--- src/hw/rtl/obst_pkg.sv ---
// shared types and constants for the optimal binary search tree table builder
`timescale 1ns / 1ps
`default_nettype none

package obst_pkg;

	// default and field widths
	localparam int MAX_KEYS_DEF = 8;
	localparam int IDX_W        = 4;
	localparam int WIN_W        = 8;
	localparam int WEIGHT_W     = 13;
	localparam int COST_W       = 16;

	// commands from the controller to the datapath
	typedef struct packed {
		logic             diag_wr;   // write empty span (i, i)
		logic             wsum;      // read w[i][j-1] and form p[j] + q[j]
		logic             scan;      // read candidate costs for root k
		logic             first;     // first candidate of a span
		logic             span_wr;   // write span (i, j) results
		logic             out_rd;    // read span (i, j) for output
		logic             out_load;  // load output register
		logic             out_last;  // loaded entry is the last of the run
		logic [IDX_W-1:0] i;
		logic [IDX_W-1:0] j;
		logic [IDX_W-1:0] k;
	} obst_cmd_t;

	// status from the datapath to the controller
	typedef struct packed {
		logic             start;     // request accepted that closes the weight load
		logic             out_free;  // output register can take an entry this cycle
		logic [IDX_W-1:0] n;         // effective key count
	} obst_sts_t;

endpackage

`default_nettype wire

--- src/hw/rtl/obst_dpath.sv ---
// datapath: weight stores, span tables, candidate compare and output register
`timescale 1ns / 1ps
`default_nettype none

module obst_dpath
	import obst_pkg::*;
#(
	parameter int MAX_KEYS = MAX_KEYS_DEF
) (
	input  wire logic                clk,
	input  wire logic                arst_n,
	input  wire logic                cfg_wr_en,
	input  wire logic [IDX_W-1:0]    cfg_wr_data,
	input  wire logic                in_valid,
	input  wire logic                in_stall,
	input  wire logic [IDX_W-1:0]    weight_index,
	input  wire logic [WIN_W-1:0]    success_weight,
	input  wire logic [WIN_W-1:0]    failure_weight,
	input  wire obst_cmd_t           cmd,
	output obst_sts_t                sts,
	output logic                     out_valid,
	input  wire logic                out_stall,
	output logic [IDX_W-1:0]         span_start,
	output logic [IDX_W-1:0]         span_end,
	output logic [WEIGHT_W-1:0]      span_weight,
	output logic [COST_W-1:0]        span_cost,
	output logic [IDX_W-1:0]         span_root,
	output logic                     final_entry
);

	localparam int SIDE   = MAX_KEYS + 1;
	localparam int KEY_W  = $clog2(SIDE);
	localparam int DEPTH  = SIDE * SIDE;
	localparam int ADDR_W = $clog2(DEPTH);
	localparam int CAND_W = COST_W + 1;

	// row-major span address
	function automatic logic [ADDR_W-1:0] span_addr(input logic [IDX_W-1:0] a,
			input logic [IDX_W-1:0] b);
		return ADDR_W'(ADDR_W'(a) * ADDR_W'(SIDE) + ADDR_W'(b));
	endfunction

	logic [IDX_W-1:0]    key_count_q;
	logic [WIN_W-1:0]    succ_q [SIDE];
	logic [WIN_W-1:0]    fail_q [SIDE];
	logic [WEIGHT_W-1:0] wmem [DEPTH];
	logic [COST_W-1:0]   cmem [DEPTH];
	logic [IDX_W-1:0]    rmem [DEPTH];

	logic [WEIGHT_W-1:0] wt_rd_q;
	logic [COST_W-1:0]   ca_q;
	logic [COST_W-1:0]   cb_q;
	logic [IDX_W-1:0]    rt_rd_q;
	logic [WEIGHT_W-1:0] pq_s1;
	logic                wsum_s1;
	logic                scan_s1;
	logic                first_s1;
	logic [IDX_W-1:0]    k_s1;
	logic [WEIGHT_W-1:0] w_q;
	logic [CAND_W-1:0]   best_q;
	logic [IDX_W-1:0]    best_k_q;
	logic                out_vld_q;

	logic                accept;
	logic [IDX_W-1:0]    n_eff;
	logic [CAND_W-1:0]   cand;
	logic [ADDR_W-1:0]   wr_addr;
	logic [ADDR_W-1:0]   w_rd_addr;
	logic [ADDR_W-1:0]   ca_addr;
	logic [ADDR_W-1:0]   cb_addr;
	logic [IDX_W-1:0]    store_sel;
	logic [CAND_W-1:0]   cost_sum;

	assign accept = in_valid && !in_stall;

	// effective key count: zero acts as one, clamp at the maximum
	always_comb begin
		if (key_count_q == '0) begin
			n_eff = IDX_W'(1);
		end else if (key_count_q > IDX_W'(MAX_KEYS)) begin
			n_eff = IDX_W'(MAX_KEYS);
		end else begin
			n_eff = key_count_q;
		end
	end

	assign sts.n        = n_eff;
	assign sts.start    = accept && (weight_index == n_eff);
	assign sts.out_free = !out_vld_q || !out_stall;

	// key count register
	always_ff @(posedge clk or negedge arst_n) begin
		if (!arst_n) begin
			key_count_q <= IDX_W'(5);
		end else if (cfg_wr_en) begin
			key_count_q <= cfg_wr_data;
		end
	end

	// weight stores, loaded one index per request
	always_ff @(posedge clk) begin
		if (accept && (weight_index <= IDX_W'(MAX_KEYS))) begin
			succ_q[weight_index[KEY_W-1:0]] <= success_weight;
			fail_q[weight_index[KEY_W-1:0]] <= failure_weight;
		end
	end

	// table addresses
	assign store_sel = cmd.diag_wr ? cmd.i : cmd.j;
	assign wr_addr   = cmd.diag_wr ? span_addr(cmd.i, cmd.i) : span_addr(cmd.i, cmd.j);
	assign w_rd_addr = cmd.wsum ? span_addr(cmd.i, cmd.j - IDX_W'(1))
	                            : span_addr(cmd.i, cmd.j);
	assign ca_addr   = cmd.scan ? span_addr(cmd.i, cmd.k - IDX_W'(1))
	                            : span_addr(cmd.i, cmd.j);
	assign cb_addr   = span_addr(cmd.k, cmd.j);
	assign cost_sum  = CAND_W'(w_q) + best_q;

	// span tables: one write port, registered reads
	always_ff @(posedge clk) begin
		if (cmd.diag_wr) begin
			wmem[wr_addr] <= WEIGHT_W'(fail_q[store_sel[KEY_W-1:0]]);
			cmem[wr_addr] <= '0;
			rmem[wr_addr] <= '0;
		end else if (cmd.span_wr) begin
			wmem[wr_addr] <= w_q;
			cmem[wr_addr] <= cost_sum[COST_W-1:0];
			rmem[wr_addr] <= best_k_q;
		end
		if (cmd.wsum || cmd.out_rd) begin
			wt_rd_q <= wmem[w_rd_addr];
		end
		if (cmd.scan || cmd.out_rd) begin
			ca_q <= cmem[ca_addr];
		end
		if (cmd.scan) begin
			cb_q <= cmem[cb_addr];
		end
		if (cmd.out_rd) begin
			rt_rd_q <= rmem[span_addr(cmd.i, cmd.j)];
		end
	end

	// control flags of the read stage
	always_ff @(posedge clk or negedge arst_n) begin
		if (!arst_n) begin
			wsum_s1 <= 1'b0;
			scan_s1 <= 1'b0;
		end else begin
			wsum_s1 <= cmd.wsum;
			scan_s1 <= cmd.scan;
		end
	end

	// payload of the read stage
	always_ff @(posedge clk) begin
		first_s1 <= cmd.first;
		k_s1     <= cmd.k;
		if (cmd.wsum) begin
			pq_s1 <= WEIGHT_W'(succ_q[store_sel[KEY_W-1:0]])
			       + WEIGHT_W'(fail_q[store_sel[KEY_W-1:0]]);
		end
	end

	assign cand = CAND_W'(ca_q) + CAND_W'(cb_q);

	// span weight and running minimum over root candidates, first minimum kept
	always_ff @(posedge clk) begin
		if (wsum_s1) begin
			w_q <= wt_rd_q + pq_s1;
		end
		if (scan_s1 && (first_s1 || (cand < best_q))) begin
			best_q   <= cand;
			best_k_q <= k_s1;
		end
	end

	// output register
	always_ff @(posedge clk or negedge arst_n) begin
		if (!arst_n) begin
			out_vld_q <= 1'b0;
		end else if (cmd.out_load) begin
			out_vld_q <= 1'b1;
		end else if (!out_stall) begin
			out_vld_q <= 1'b0;
		end
	end

	always_ff @(posedge clk) begin
		if (cmd.out_load) begin
			span_start  <= cmd.i;
			span_end    <= cmd.j;
			span_weight <= wt_rd_q;
			span_cost   <= ca_q;
			span_root   <= rt_rd_q;
			final_entry <= cmd.out_last;
		end
	end

	assign out_valid = out_vld_q;

endmodule

`default_nettype wire

--- src/hw/rtl/obst_ctrl.sv ---
// controller: sequences table init, span solving and table readout
`timescale 1ns / 1ps
`default_nettype none

module obst_ctrl
	import obst_pkg::*;
(
	input  wire logic      clk,
	input  wire logic      arst_n,
	input  wire obst_sts_t sts,
	output obst_cmd_t      cmd,
	output logic           in_stall
);

	typedef enum logic [2:0] {
		ST_IDLE,
		ST_DIAG,
		ST_SPAN,
		ST_SCAN,
		ST_FIN,
		ST_WR,
		ST_OUT_RD,
		ST_OUT_WAIT
	} state_t;

	state_t           state_q;
	logic [IDX_W-1:0] i_q;
	logic [IDX_W-1:0] len_q;
	logic [IDX_W-1:0] k_q;
	logic [IDX_W-1:0] j;

	assign j        = i_q + len_q;
	assign in_stall = (state_q != ST_IDLE);

	// command decode
	always_comb begin
		cmd          = '0;
		cmd.i        = i_q;
		cmd.j        = j;
		cmd.k        = (state_q == ST_SPAN) ? i_q + IDX_W'(1) : k_q;
		cmd.out_last = (len_q == sts.n);
		case (state_q)
			ST_DIAG: begin
				cmd.diag_wr = 1'b1;
			end
			ST_SPAN: begin
				cmd.wsum  = 1'b1;
				cmd.scan  = 1'b1;
				cmd.first = 1'b1;
			end
			ST_SCAN: begin
				cmd.scan = 1'b1;
			end
			ST_WR: begin
				cmd.span_wr = 1'b1;
			end
			ST_OUT_RD: begin
				cmd.out_rd = 1'b1;
			end
			ST_OUT_WAIT: begin
				cmd.out_load = sts.out_free;
			end
			default: begin
			end
		endcase
	end

	// sequencer
	always_ff @(posedge clk or negedge arst_n) begin
		if (!arst_n) begin
			state_q <= ST_IDLE;
			i_q     <= '0;
			len_q   <= '0;
			k_q     <= '0;
		end else begin
			case (state_q)
				ST_IDLE: begin
					if (sts.start) begin
						i_q     <= '0;
						len_q   <= '0;
						state_q <= ST_DIAG;
					end
				end
				// empty spans
				ST_DIAG: begin
					if (i_q == sts.n) begin
						i_q     <= '0;
						len_q   <= IDX_W'(1);
						state_q <= ST_SPAN;
					end else begin
						i_q <= i_q + IDX_W'(1);
					end
				end
				// first root candidate issued with the weight read
				ST_SPAN: begin
					k_q     <= i_q + IDX_W'(2);
					state_q <= (len_q == IDX_W'(1)) ? ST_FIN : ST_SCAN;
				end
				ST_SCAN: begin
					if (k_q == j) begin
						state_q <= ST_FIN;
					end else begin
						k_q <= k_q + IDX_W'(1);
					end
				end
				// last compare lands
				ST_FIN: begin
					state_q <= ST_WR;
				end
				ST_WR: begin
					if (j == sts.n) begin
						i_q <= '0;
						if (len_q == sts.n) begin
							len_q   <= '0;
							state_q <= ST_OUT_RD;
						end else begin
							len_q   <= len_q + IDX_W'(1);
							state_q <= ST_SPAN;
						end
					end else begin
						i_q     <= i_q + IDX_W'(1);
						state_q <= ST_SPAN;
					end
				end
				ST_OUT_RD: begin
					state_q <= ST_OUT_WAIT;
				end
				// wait for room in the output register
				ST_OUT_WAIT: begin
					if (sts.out_free) begin
						if (j == sts.n) begin
							i_q <= '0;
							if (len_q == sts.n) begin
								state_q <= ST_IDLE;
							end else begin
								len_q   <= len_q + IDX_W'(1);
								state_q <= ST_OUT_RD;
							end
						end else begin
							i_q     <= i_q + IDX_W'(1);
							state_q <= ST_OUT_RD;
						end
					end
				end
				default: begin
					state_q <= ST_IDLE;
				end
			endcase
		end
	end

endmodule

`default_nettype wire

--- src/hw/rtl/optimal_bst_table_builder.sv ---
// top level of the optimal binary search tree table builder
`timescale 1ns / 1ps
`default_nettype none

// Each request loads the success and failure weight of one index; indices above
// MAX_KEYS are dropped. The request whose index equals the key count n (0 acts as
// 1, values above MAX_KEYS clamp) starts a run, and the block stalls requests until
// the run has handed its last entry to the output register. A run writes the n+1
// empty spans, then solves each span with one root candidate compared per cycle
// through the two read ports of the cost table, then reads out all (n+1)(n+2)/2
// spans by increasing length, waiting for room in the output register. Entries
// carry start, end, weight, cost and root; the span (0, n) is flagged last.
module optimal_bst_table_builder
	import obst_pkg::*;
#(
	parameter int MAX_KEYS = MAX_KEYS_DEF
) (
	input  wire logic                clk,
	input  wire logic                arst_n,
	input  wire logic                cfg_wr_en,
	input  wire logic [IDX_W-1:0]    cfg_wr_data,
	input  wire logic                in_valid,
	output logic                     in_stall,
	input  wire logic [IDX_W-1:0]    weight_index,
	input  wire logic [WIN_W-1:0]    success_weight,
	input  wire logic [WIN_W-1:0]    failure_weight,
	output logic                     out_valid,
	input  wire logic                out_stall,
	output logic [IDX_W-1:0]         span_start,
	output logic [IDX_W-1:0]         span_end,
	output logic [WEIGHT_W-1:0]      span_weight,
	output logic [COST_W-1:0]        span_cost,
	output logic [IDX_W-1:0]         span_root,
	output logic                     final_entry
);

	obst_cmd_t cmd;
	obst_sts_t sts;

	obst_ctrl u_ctrl (
		.clk      (clk),
		.arst_n   (arst_n),
		.sts      (sts),
		.cmd      (cmd),
		.in_stall (in_stall)
	);

	obst_dpath #(
		.MAX_KEYS (MAX_KEYS)
	) u_dpath (
		.clk            (clk),
		.arst_n         (arst_n),
		.cfg_wr_en      (cfg_wr_en),
		.cfg_wr_data    (cfg_wr_data),
		.in_valid       (in_valid),
		.in_stall       (in_stall),
		.weight_index   (weight_index),
		.success_weight (success_weight),
		.failure_weight (failure_weight),
		.cmd            (cmd),
		.sts            (sts),
		.out_valid      (out_valid),
		.out_stall      (out_stall),
		.span_start     (span_start),
		.span_end       (span_end),
		.span_weight    (span_weight),
		.span_cost      (span_cost),
		.span_root      (span_root),
		.final_entry    (final_entry)
	);

endmodule

`default_nettype wire

--- config.mk ---
export PLATFORM = sky130hd
export DESIGN_NAME = optimal_bst_table_builder
export DESIGN_NICKNAME = d
export VERILOG_FILES = /design/src/hw/rtl/obst_pkg.sv /design/src/hw/rtl/obst_dpath.sv /design/src/hw/rtl/obst_ctrl.sv /design/src/hw/rtl/optimal_bst_table_builder.sv
export SDC_FILE = /design/constraint.sdc
export NUM_CORES = 2
export LEC_CHECK = 0
export BUFFER_PORTS_ARGS = -buffer_cell sky130_fd_sc_hd__buf_2
export CORE_MARGIN = 4
export CORE_UTILIZATION = 63
export DETAILED_ROUTE_END_ITERATION = 6
export PLACE_DENSITY = 0.79
export SLEW_MARGIN = 10
export SYNTH_ARGS = -nofsm -noshare
export SYNTH_HDL_FRONTEND = slang
export SYNTH_HIERARCHICAL = 1
export SYNTH_SLANG_ARGS = --single-unit
--- constraint.sdc ---
create_clock -name clk -period 8.3 [get_ports clk]
set_input_delay 0.83 -clock clk [delete_from_list [all_inputs] [get_ports clk]]
set_output_delay 0.83 -clock clk [all_outputs]
set_load 0.01 [all_outputs]
# [Word level (Yosys, flattened, before mapping)]
# Memory sizes are Yosys's and may differ from the RTL's. A register that Yosys moved wholly into a read port is not among the register bits.
# Cells that the tools add are included.
[totals] register_bits=116 ramBits=2817 in_bits=29 output_inout_bits=44 elab_cells=141 n_memories=5
[classes] n_addsub=16 multipliers=2 magnitude_cmp=3 eq_ne=22 muxes=49 n_bitwise=3 n_reduce_logical=21
[mem_list] memory="u_dpath.cmem" words=81 word_bits=16 rd=2 rd_ports_with_merged_regs=2 wr=1 line_no="obst_dpath.sv:47" rtl="logic [COST_W-1:0] cmem [DEPTH];"
[mem_list] memory="u_dpath.wmem" words=81 word_bits=13 rd=1 rd_ports_with_merged_regs=1 wr=1 line_no="obst_dpath.sv:46" rtl="logic [WEIGHT_W-1:0] wmem [DEPTH];"
[mem_list] memory="u_dpath.rmem" words=81 word_bits=4 rd=1 rd_ports_with_merged_regs=1 wr=1 line_no="obst_dpath.sv:48" rtl="logic [IDX_W-1:0] rmem [DEPTH];"
[mem_list] memory="u_dpath.fail_q" words=9 word_bits=8 rd=1 rd_ports_with_merged_regs=0 wr=1 line_no="obst_dpath.sv:45" rtl="logic [WIN_W-1:0] fail_q [SIDE];"
[mem_list] memory="u_dpath.succ_q" words=9 word_bits=8 rd=1 rd_ports_with_merged_regs=0 wr=1 line_no="obst_dpath.sv:44" rtl="logic [WIN_W-1:0] succ_q [SIDE];"
[op_table] op="4-bit two-way mux" n=16
[op_table] op="7-bit by 4-bit adder with 7-bit output" n=5
[op_table] op="4-bit case mux with 4 select lines" n=2
[op_table] op="3-bit two-way mux" n=9
[op_table] op="3-bit case mux with 8 select lines" n=1
[op_table] op="7-bit two-way mux" n=3
[op_table] op="4-bit == test" n=5
[op_table] op="16-bit by 16-bit adder with 17-bit output" n=1
[op_table] op="17-bit less-than comparator" n=1
[op_table] op="13-bit by 16-bit adder with 16-bit output" n=1
[op_table] op="16-bit two-way mux" n=1
[op_table] op="1-bit two-way mux" n=15
[op_table] op="4-bit by 4-bit multiplier with 7-bit output, second input constant" n=2
[op_table] op="13-bit adder" n=1
[op_table] op="13-bit two-way mux" n=1
[op_table] op="4-bit by 1-bit adder with 4-bit output, second input constant" n=3
[op_table] op="3-bit == test, second input constant" n=4
[op_table] op="2-bit by 1-bit inequality test with 1-bit output, second input constant" n=6
[op_table] op="8-bit by 8-bit adder with 9-bit output" n=1
[op_table] op="4-bit case mux with 2 select lines" n=1
[op_table] op="4-bit by 1-bit subtractor with 4-bit output, second input constant" n=2
[op_table] op="7-bit AND reduction" n=1
[op_table] op="3-bit by 2-bit == test with 1-bit output, second input constant" n=2
[op_table] op="2-bit inequality test, second input constant" n=3
[op_table] op="19 further kinds" n=29

# [Depth between registers and ports, before layout]
[depth] ltp_word=8 ltp_mapped=22 depth_no_buf=18

# [Cells and area by module]
# Netlist, hierarchy kept.
[modules_own_cells] mod="obst_dpath" instances=1 cells_each=6874 area_each_um2=127384.7 seq_area_each_um2=88892.8
[modules_own_cells] mod="obst_ctrl" instances=1 cells_each=171 area_each_um2=1435.1 seq_area_each_um2=375.4

# [Least setup slack after synthesis]
# No wires, ideal clock.
[synth_path] kind="flip-flop to flip-flop" startpoint="register u_dpath.w_q[1]" endpoint="memory u_dpath.cmem[0][13], data pin" setup_time_ns=0.807 t_arrival_ns=5.232 required_time_ns=7.493 path_slack_ns=2.261 stages_incl_launch_ff=10 path_buffers=0 synth_period_minus_slack_ns=6.039 cell_sequence="edfxtp_1 > ha_1 > a21o_1 > a21o_1 > a2111oi_0 > or4_1 > a21boi_0 > o21a_1 > o21a_1 > nor3_1"
[synth_between] elab_chain_cells=2
[synth_lines] item="start: declaration" line_no="obst_dpath.sv:59" rtl="logic [WEIGHT_W-1:0] w_q;"
[synth_lines] item="start signal: assignment" line_no="obst_dpath.sv:169" rtl="w_q <= wt_rd_q + pq_s1;"
[synth_lines] item="13-bit by 16-bit adder with 16-bit output" line_no="obst_dpath.sv:116" rtl="assign cost_sum = CAND_W'(w_q) + best_q;"
[synth_lines] item="16-bit two-way mux (no line)"
[synth_lines] item="end: declaration" line_no="obst_dpath.sv:47"
# Every way passes these cells.

==> flow_summary.toml <==
[timing]
finalHoldViolCount = 0
post-route-period-util = 0.875
clock_skew_ps = 60.5
rsz0062_at_grt = "no"
finalSetupViolCount = 0
tightest_slew_ps = 1480
fmax_mhz = 138
fin_crit_ps = 7260
slew_headroom = 0.0127
maxSlewViolCount = 0
finalSetupTns_ps = 0

[grt]
met3_usage = 0.119
gr-total-overflow = 0
busiest_layer = "met2"
grt_max_degree = 114
first_global_vias = 74600
antenna_found_initial = 25
track_usage = 0.347
use_met2 = 0.527
grt_pass1_wl_um = 527000
met1_usage = 0.473

[logic_synthesis]
yosysSeqAreaShare = 0.693
synthArstFlopShare = 0.00739
muxShareOfSynthArea = 0.182
yosysWarnings = 6
synth_area_leaders = "edfxtp_1, mux4_2, nand2_1"
synthDistinctLibCells = 86
synth.largest_area_cell = "edfxtp_1"
synth_top_family_by_area = "multiplexers"
synth_fa_ha_area_frac = 0.0110
synth-compound-area-share = 0.0308
synth_flop_cell = "edfxtp_1"
synth_edf_count = 2951
synth_simple_gate_area_share = 0.0578
ys_seq_elements = 2978
syn_nets = 7182
synth_top_area_frac = 0.688
synth_area_mm2 = 0.129
synth_xor_area_frac = 0.00681
synthCells = 7045
syn_area_per_cell_um2 = 18.3

[clocking]
insertion_delay_ps = 970
cts_tree = "built"
htreeDepth = 5
path_clk_slew_ps = 60
cts_resized = 0
cts_root_buf = "clkbuf_16"
cts_buffers = 305
cts_buffer_depth = 4
clock-sinks = 2978

[critical_path]
cp.arrival_ps = 7870
critical_path_class = "reg -> reg"
required_ps = 8910
critPathLaunchType = "flop"
cpMaxStageDelayCell = "a32oi_1"
rrSetupSlack_ps = 1040
max_stage_delay_ps = 1200
cp-end-kind = "flop"
critPathMaxFanout = 39
r2r_cells = 16
crit_chain = "inv_1 > nor2_4 > nand2_1 > o21ai_0 > inv_1 > ha_1 > xor2_1 > ha_1 > nor2b_1 > o21ai_1 > a22oi_4 > xnor2_4 > buf_4 > nor2_2 > a32oi_1 > nand3_1"

[drt]
post_drt_wl_per_cell_um = 35.8
drtAntennaViolNets = 0
via_per_inst = 7.46
wl_um = 363000
first_pass_iters = 6
drc = 0
drt_iter0_markers = 14100
route.vias.total = 75600

[floorplanning]
core_area_mm2 = 0.203
initial_utilization = 0.635
pin_count = 73
die_y_um = 460
dieWidth_um = 460
core.rowCount = 165
die_area_mm2 = 0.212

[placed_design]
hpwl_um = 209000
port_buffers = 72
gp_routability_congestion = 0.913

[outcome]
outcome = "finished, final reports clean"

[worst_hold_path]
holdPathStages = 2
hold_path.class = "in -> reg"

[run]
cap_violations = 0

[finish]
syn2layout_area_growth_pct = 11.1
final_common_cell = "edfxtp_1"
fill_cells = 11600
fin_nets = 7355
final_cell_mix = "edfxtp_1, mux4_2, nand2_1, nand3_1, clkbuf_16"
drive_above_1_share = 0.253
==> worst max-delay path, delay by kind of cell, from the launching register on <==
kind | cells | cell delay [ps]
AO/OA/AOI/OAI | 4 | 2500
XOR/XNOR | 2 | 1090
adder cells (fa/ha/maj) | 2 | 590
flip-flops | 1 | 580
buffers and inverters | 3 | 1050
AND/OR/NAND/NOR | 5 | 1070
==> cell families after synthesis <==
group | after synthesis
DFF | 2978
adders and majority gates | 108
xor gates and xnor gates | 94
muxes | 1101
buffers and inverters | 502
and+or+nand+nor | 1700
AOI/OAI and AO/OA | 562
==> state kept, by name, indices dropped and copies added (netlist names), 9 cells and up <==
name and cells:
u_dpath/succ_q 72, u_dpath/span_weight 13, u_dpath/ca_q 16, u_dpath/span_cost 16, u_dpath/cmem 1296, u_dpath/best_q 17, u_dpath/w_q 13, u_dpath/rmem 324
u_dpath/wmem 1053, u_dpath/fail_q 72, u_dpath/cb_q 16, u_dpath/pq_s1 9, u_dpath/wt_rd_q 13
==> per-stage QoR <==
stage | area, um2 | instances | utilization | setup WS [ps] | hold WS [ps]
floorplan | 129000 | 7045 | - | 2260 | 386
global placement | 133000 | 9572 | 0.658 | 1510 | 388
detailed placement | 133000 | 9577 | 0.658 | 1490 | 390
CTS | 143000 | 10100 | 0.705 | 1310 | 57.5
global route | 143000 | 10100 | 0.706 | 994 | 69.8
finish | 143000 | 10100 | 0.706 | 1040 | 109
==> worst paths after layout <==
check	endpoint	startpoint
worst max-delay path	u_dpath/ca_q[6]	u_ctrl/state_q[1]
worst min-delay path	u_dpath/key_count_q[3]	cfg_wr_data[3]
worst max register to register	u_dpath/ca_q[6]	u_ctrl/state_q[1]
worst min register to register	u_dpath/best_k_q[1]	u_dpath/k_s1[1]
max in group asynchronous	u_ctrl/i_q[3]	arst_n
min in group asynchronous	u_dpath/key_count_q[3]	arst_n
==> per-layer routing <==
layer | vias up | routed length (um)
li1 | 29200 | -
met1 | 38300 | 120000
met2 | 6945 | 169000
met3 | 1156 | 57900
met4 | 14 | 16400
met5 | - | 136
==> repair_timing <==
action	in CTS	in global routing
hold buffers	1	0
setup buffers	0	0
hold endpoints to repair	20	0
==> synth_stat cells (20+ instances only) <==
library cell / number
mux4_2: 984
buf_4: 46
dfrtp_1: 20
a311oi_1: 41
a22oi_1: 48
o21ai_0: 33
and2_1: 32
nand3_1: 491
nor3_1: 24
nor2_1: 192
a21o_1: 31
xnor2_1: 51
a211oi_1: 89
buf_2: 153
nand2_1: 837
a31oi_1: 44
a32oi_1: 42
a21oi_1: 142
mux2i_1: 109
inv_1: 63
xor2_1: 38
and3_1: 44
ha_1: 99
clkbuf_1: 167
edfxtp_1: 2951
nor2b_1: 33
buf_1: 46
buf_6: 25
==> layout make-up <==
type,count,area (um2),area share
flip-flops and latches,2978,89300,0.624
diodes,14,35.0,0.000245
repair buffers,304,2500,0.0175
multi-input cells,3565,38200,0.267
inverters,64,240,0.00168
well taps,2672,3340,0.0234
clock buffers,365,8070,0.0564
clock inverters,164,1450,0.0102
Power is left out: the tool's default activity adds up to more than one toggle a clock period on the data nets, which glitch-free logic cannot reach.
